File: config.mk
export PLATFORM = sky130hd
export DESIGN_NAME = ptc_divider
export DESIGN_NICKNAME = d
export VERILOG_FILES = /design/src/ptc_divider.sv
export SDC_FILE = /design/constraint.sdc
export NUM_CORES = 1
export LEC_CHECK = 0
export BUFFER_PORTS_ARGS = -buffer_cell sky130_fd_sc_hd__buf_2
export CELL_PAD_IN_SITES_DETAIL_PLACEMENT = 1
export CELL_PAD_IN_SITES_GLOBAL_PLACEMENT = 2
export CORE_ASPECT_RATIO = 1.1
export CORE_MARGIN = 1.5
export CORE_UTILIZATION = 43
export DETAILED_ROUTE_END_ITERATION = 8
export MAX_ROUTING_LAYER = met4
export PLACE_DENSITY_LB_ADDON = 0.1
export SKIP_CTS_REPAIR_TIMING = 1
export SLEW_MARGIN = 10
export SYNTH_ARGS = -nofsm -noshare
export SYNTH_HDL_FRONTEND = slang
export SYNTH_SLANG_ARGS = --single-unit
File: constraint.sdc
create_clock -name clk -period 3.14 [get_ports clk]
set_clock_uncertainty 0.15 [all_clocks]
set_input_delay 0.628 -clock clk [delete_from_list [all_inputs] [get_ports clk]]
set_output_delay 0.628 -clock clk [all_outputs]
set_load 0.02 [all_outputs]
File: src/ptc_divider.sv
// pipelined signed divider, truncating toward zero, one quotient bit per stage
// depends on nothing; used by the top level of the temperature compensated adc
module ptc_divider #(
  parameter int NumBits = 25,
  parameter int DenBits = 9,
  parameter int TagBits = 8
) (
  input  logic               clk,
  input  logic               rst,
  input  logic               adv,
  input  logic               in_valid,
  input  logic [NumBits:0]   num,
  input  logic [DenBits:0]   den,
  input  logic [TagBits-1:0] tag_in,
  output logic               out_valid,
  output logic [NumBits:0]   quot,
  output logic [TagBits-1:0] tag_out
);
  // num and den are signed two's complement, one bit wider than the magnitudes

  logic [NumBits-1:0] q   [NumBits+1];
  logic [NumBits-1:0] r   [NumBits+1];
  logic [DenBits-1:0] d   [NumBits+1];
  logic               neg [NumBits+1];
  logic               vld [NumBits+1];
  logic [TagBits-1:0] tg  [NumBits+1];

  logic [NumBits:0] num_mag;
  logic [DenBits:0] den_mag;

  assign num_mag = num[NumBits] ? (~num + 1'b1) : num;
  assign den_mag = den[DenBits] ? (~den + 1'b1) : den;

  always_ff @(posedge clk) begin
    if (rst) begin
      vld[0] <= 1'b0;
    end else if (adv) begin
      vld[0] <= in_valid;
    end
  end

  always_ff @(posedge clk) begin
    if (adv) begin
      q[0]   <= num_mag[NumBits-1:0];
      r[0]   <= '0;
      d[0]   <= den_mag[DenBits-1:0];
      neg[0] <= num[NumBits] ^ den[DenBits];
      tg[0]  <= tag_in;
    end
  end

  for (genvar s = 0; s < NumBits; s++) begin : g_stage
    logic [DenBits:0] trial;
    logic [DenBits:0] rem_sh;
    assign rem_sh = {r[s][DenBits-1:0], q[s][NumBits-1]};
    assign trial  = rem_sh - {1'b0, d[s]};

    always_ff @(posedge clk) begin
      if (rst) begin
        vld[s+1] <= 1'b0;
      end else if (adv) begin
        vld[s+1] <= vld[s];
      end
    end

    always_ff @(posedge clk) begin
      if (adv) begin
        if (!trial[DenBits]) begin
          r[s+1] <= NumBits'(trial[DenBits-1:0]);
          q[s+1] <= {q[s][NumBits-2:0], 1'b1};
        end else begin
          r[s+1] <= NumBits'(rem_sh[DenBits-1:0]);
          q[s+1] <= {q[s][NumBits-2:0], 1'b0};
        end
        d[s+1]   <= d[s];
        neg[s+1] <= neg[s];
        tg[s+1]  <= tg[s];
      end
    end
  end

  assign out_valid = vld[NumBits];
  assign quot      = neg[NumBits] ? (~{1'b0, q[NumBits]} + 1'b1) : {1'b0, q[NumBits]};
  assign tag_out   = tg[NumBits];

endmodule

-- Word-level counts from Yosys, hierarchy flattened
Memories as Yosys holds them, arrays and structs flattened.
Index checks and enable logic that the tools add are counted.
- register bits: 0
- RAM bits: 1378
- bits of input ports: 48
- logic and storage cells: 349
- memories kept: 6
- add/sub/neg operators: 28
- mux-type cells: 235
- bitwise logic cells: 80
- memories (memory ; words ; width ; rd ports ; clocked after Yosys merged registers in ; wr ports ; RTL line ; source):
    q ; 26 ; 25 ; 26 ; 0 ; 26 ; 21 ; logic [NumBits-1:0] q [NumBits+1];
    d ; 26 ; 9 ; 25 ; 0 ; 26 ; 23 ; logic [DenBits-1:0] d [NumBits+1];
    r ; 26 ; 9 ; 25 ; 0 ; 26 ; 22 ; logic [NumBits-1:0] r [NumBits+1];
    tg ; 26 ; 8 ; 26 ; 0 ; 26 ; 26 ; logic [TagBits-1:0] tg [NumBits+1];
    neg ; 26 ; 1 ; 26 ; 0 ; 26 ; 24 ; logic neg [NumBits+1];
    vld ; 26 ; 1 ; 26 ; 0 ; 26 ; 25 ; logic vld [NumBits+1];
- operators with widths (kind ; count):
    two-way mux 25 bit ; 26
    subtractor 10 x 9 -> 10 bit ; 25
    two-way mux 9 bit ; 26
    two-way mux 1 bit ; 182
    bitwise OR 1 bit ; 76
    adder 26 x 1 -> 26 bit, second input constant ; 1
    two-way mux 26 bit ; 1
    NOT 25 -> 26 bit ; 1
    adder 25 x 1 -> 25 bit, second input constant ; 1
    NOT 25 bit ; 1
    adder 9 x 1 -> 9 bit, second input constant ; 1
    NOT 9 bit ; 1
    XOR 1 bit ; 1

-- Depth between registers and ports, before layout
An unclocked memory read counts as a cell.
- word-level depth: 6
- gate-level depth with buffers: 9

-- Worst setup path before layout
Ideal clock, no wire load.
- kind: register to output
- start: mem q[25][8] (netlist: q[1][233])
- end: out quot[21]
- arrival time: 2413 ps
- data required time: 2362 ps
- path slack: -51 ps
- cell stages (with the launch flop): 6
- cells stage by stage: edfxtp_1 -> or4_4 -> or4_4 -> or4_4 -> o41ai_4 -> xnor2_1
- RTL lines (what ; RTL line ; source):
    start: declaration ; 21 ;
    end: declaration ; 16 ; output logic [NumBits:0] quot,

==> metrics.md <==
| Metric | Value |
|---|---|
| Outcome | `complete, but fails checks` |
| Failing checks | `negative setup slack` |
| WP data arrival | `3310 ps` |
| IO buf count | `82` |
| Worst hold path type | `in2reg` |
| CTS root buf | `clkbuf_16` |
| CTS sink cnt | `1351` |
| Number of synthesized flops with an enable pin | `1350` |
| FFs w/ async S/R, synth | `0` |
| #FFs+latches synth | `1351` |
| Comb power frac | `0.226` |
| FILL cells | `11713` |
| Register area | `40600 um^2` |
| Worst-path maximum fanout | `4` |
| WL/cell | `17.5 um` |
| Num ports | `83` |
| Worst setup margin | `-948 ps` |
| Via density | `4.96` |
| Power Total | `52300 uW` |
| Layout cells sized above 1 | `0.160` |
| First-pass GRT wire length | `147000 um` |
| Critical path class | `reg2out` |
| Final hold violations | `0` |
| Fmax | `0.245 GHz` |
| Synth area leader | `edfxtp_1` |
| Mean Syn Cell Area | `17.1 um^2` |
| Least-Margin Pin Slew | `753 ps` |
| Cell area after synthesis | `54200 um^2` |
| Clk_lat worst skew | `750 ps` |
| Worst Hold Depth | `2` |
| Seq pwr share | `0.464` |
| R2r worst-path depth | `9` |
| Multi-input logic area | `12400 um^2` |
| Diode count | `0` |
| Pre-antenna DRT Iters | `4` |
| Die Wd | `341 um` |
| CTS tree | `built` |
| Area delta synth->final | `14.4%` |
| Initial antenna violation count | `0` |
| Sequential area share after synthesis | `0.748` |
| Rel. slew slack | `0.498` |
| Core Box Area | `125000 um^2` |
| Worst setup SP type | `flip-flop` |
| CTS Buf Count | `144` |
| Slew Viols, Final | `0` |
| Largest net degree at the start of global routing | `142` |
| Remaining antenna violation count after routing | `0` |
| Routability cong. | `0.811` |
| DRC | `0` |
| Flop2flop setup slack | `150 ps` |
| Netlist cell types | `47` |
| Internal power | `38300 uW` |
| Clock-pin slew on the worst setup and hold paths | `60 ps` |
| Sw Ratio | `0.267` |
| Power Density | `843 nW/um^2` |
| P_sw | `14000 uW` |
| GRT Util Overall | `0.149` |
| Synth top area cells | `edfxtp_1, ha_1, mux2_2` |
| Die Ht | `375 um` |
| Syn Inst Count | `3178` |
| DR iter-0 viols | `1200` |
| Clk buf depth | `3` |
| Clock power frac | `0.310` |
| Final #Nets | `3738` |
| Main flop type after synthesis | `edfxtp_1` |
| Syn_nets | `3469` |
| Via count | `25861` |
| Period minus WS final | `4090 ps` |
| Setup TNS | `-10040 ps` |
| Tcrit/Tclk final | `1.30` |
| Drt total wl | `91400 um` |
| Vias in the first global route | `28167` |
| VDD IR-drop max | `0.000516 V` |
| HPWL Detailed | `62100 um` |
| Die ar. | `128000 um^2` |
| Top-area cell type share of the netlist area | `0.748` |
| Rows | `136` |
| GRT Residual Overflow | `0` |
| Number of max-cap violations | `0` |
| Synth Warn # | `0` |
| Setup crit end kind | `primary output` |
| Min Hold Slack | `38.3 ps` |
| Final setup fails | `16` |
| LEAKAGE | `0.0231 uW` |
| Required time of the critical path | `2360 ps` |
| RSZ-0062 raised after global routing | `true` |
| Initial Utilization | `0.433` |
| H-tree depth | `4` |
==> synthesized netlist by cell type (all sizes together) (59+ instances only) <==
library cell	count
a21oi	96
edfxtp	1350
ha	220
inv	274
mux2	163
mux2i	69
nand2	91
nand2b	76
nor2	59
o21ai	113
xnor2	150
==> sequential cells by signal, summed over array words and instances (netlist names) <==
signal  count
r         216
d         225
vld        26
q         650
tg        208
neg        26
==> logic make-up after synthesis <==
group	share of synthesized area
DFF	0.748
and+or+nand+nor	0.0441
xor gates and xnor gates	0.0323
AOI/OAI and AO/OA	0.0456
buffers and inverters	0.0236
adders and majority gates	0.0593
muxes	0.0467
==> metrics by stage <==
step / setup WS (ps) / cells / util / cell area (um^2)
5_1_grt: -1080 / 5214 / 0.496 / 62000
2_1_floorplan: -12.9 / 3178 / - / 54200
3_3_place_gp: -183 / 4938 / 0.457 / 57100
3_5_place_dp: -209 / 4938 / 0.457 / 57100
6_report: -948 / 5214 / 0.496 / 62000
4_1_cts: -1070 / 5195 / 0.493 / 61700
==> worst paths after layout <==
path                  startpoint             endpoint
max          q[1][235]$_DFFE_PP_             quot[23]
min                       den[2]    d[0][2]$_DFFE_PP_
max reg2reg    d[1][1]$_DFFE_PP_   r[2][15]$_DFFE_PP_
min reg2reg  q[0][111]$_DFFE_PP_  q[0][137]$_DFFE_PP_
==> per-layer routing <==
metal | global-route usage | up-vias | wire [um]
met4 | 0.0609 | 0 | 2860
met5 | - | - | 0
met3 | 0.0261 | 199 | 2520
li1 | - | 12435 | -
met2 | 0.268 | 301 | 49600
met1 | 0.161 | 12926 | 36500
==> placed cells by master, fill, tap and decap left out, types with 59 or more instances in the layout <==
| cell | n |
|---|---|
| edfxtp_1 | 1350 |
| inv_1 | 252 |
| ha_1 | 220 |
| mux2_2 | 163 |
| xnor2_1 | 148 |
| clkbuf_16 | 146 |
| o21ai_0 | 102 |
| a21oi_1 | 95 |
| nand2_1 | 90 |
| buf_4 | 78 |
| nand2b_1 | 76 |
| buf_2 | 69 |
| mux2i_1 | 63 |
| nor2_1 | 59 |
==> area by class of cell <==
class                   instances  area share
inverters                     274      0.0166
repair buffers                176      0.0216
flip-flops and latches       1351       0.654
clock buffers                 179      0.0609
multi-input cells            1500       0.201
clock inverters                78      0.0123
well taps                    1656      0.0334
==> power groups by stage <==
stage                     clock network (uW)  logic, uW  registers, uW
final                                  16200      11800          24200
after CTS                              16800      11900          24300
after floorplan                            0       8990          24100
after detailed placement                   0      11800          24700
after global routing                   17400      13200          24500
after global placement                     0      11200          24600
==> critical path, cell delays in order (launching register included) <==
cell	delay (ps)
edfxtp_1	400
or4_4	560
or4_4	510
or4_4	490
o31ai_4	300
xnor2_2	150
buf_4	160
Note: power is estimated with default switching activity, not from simulation.
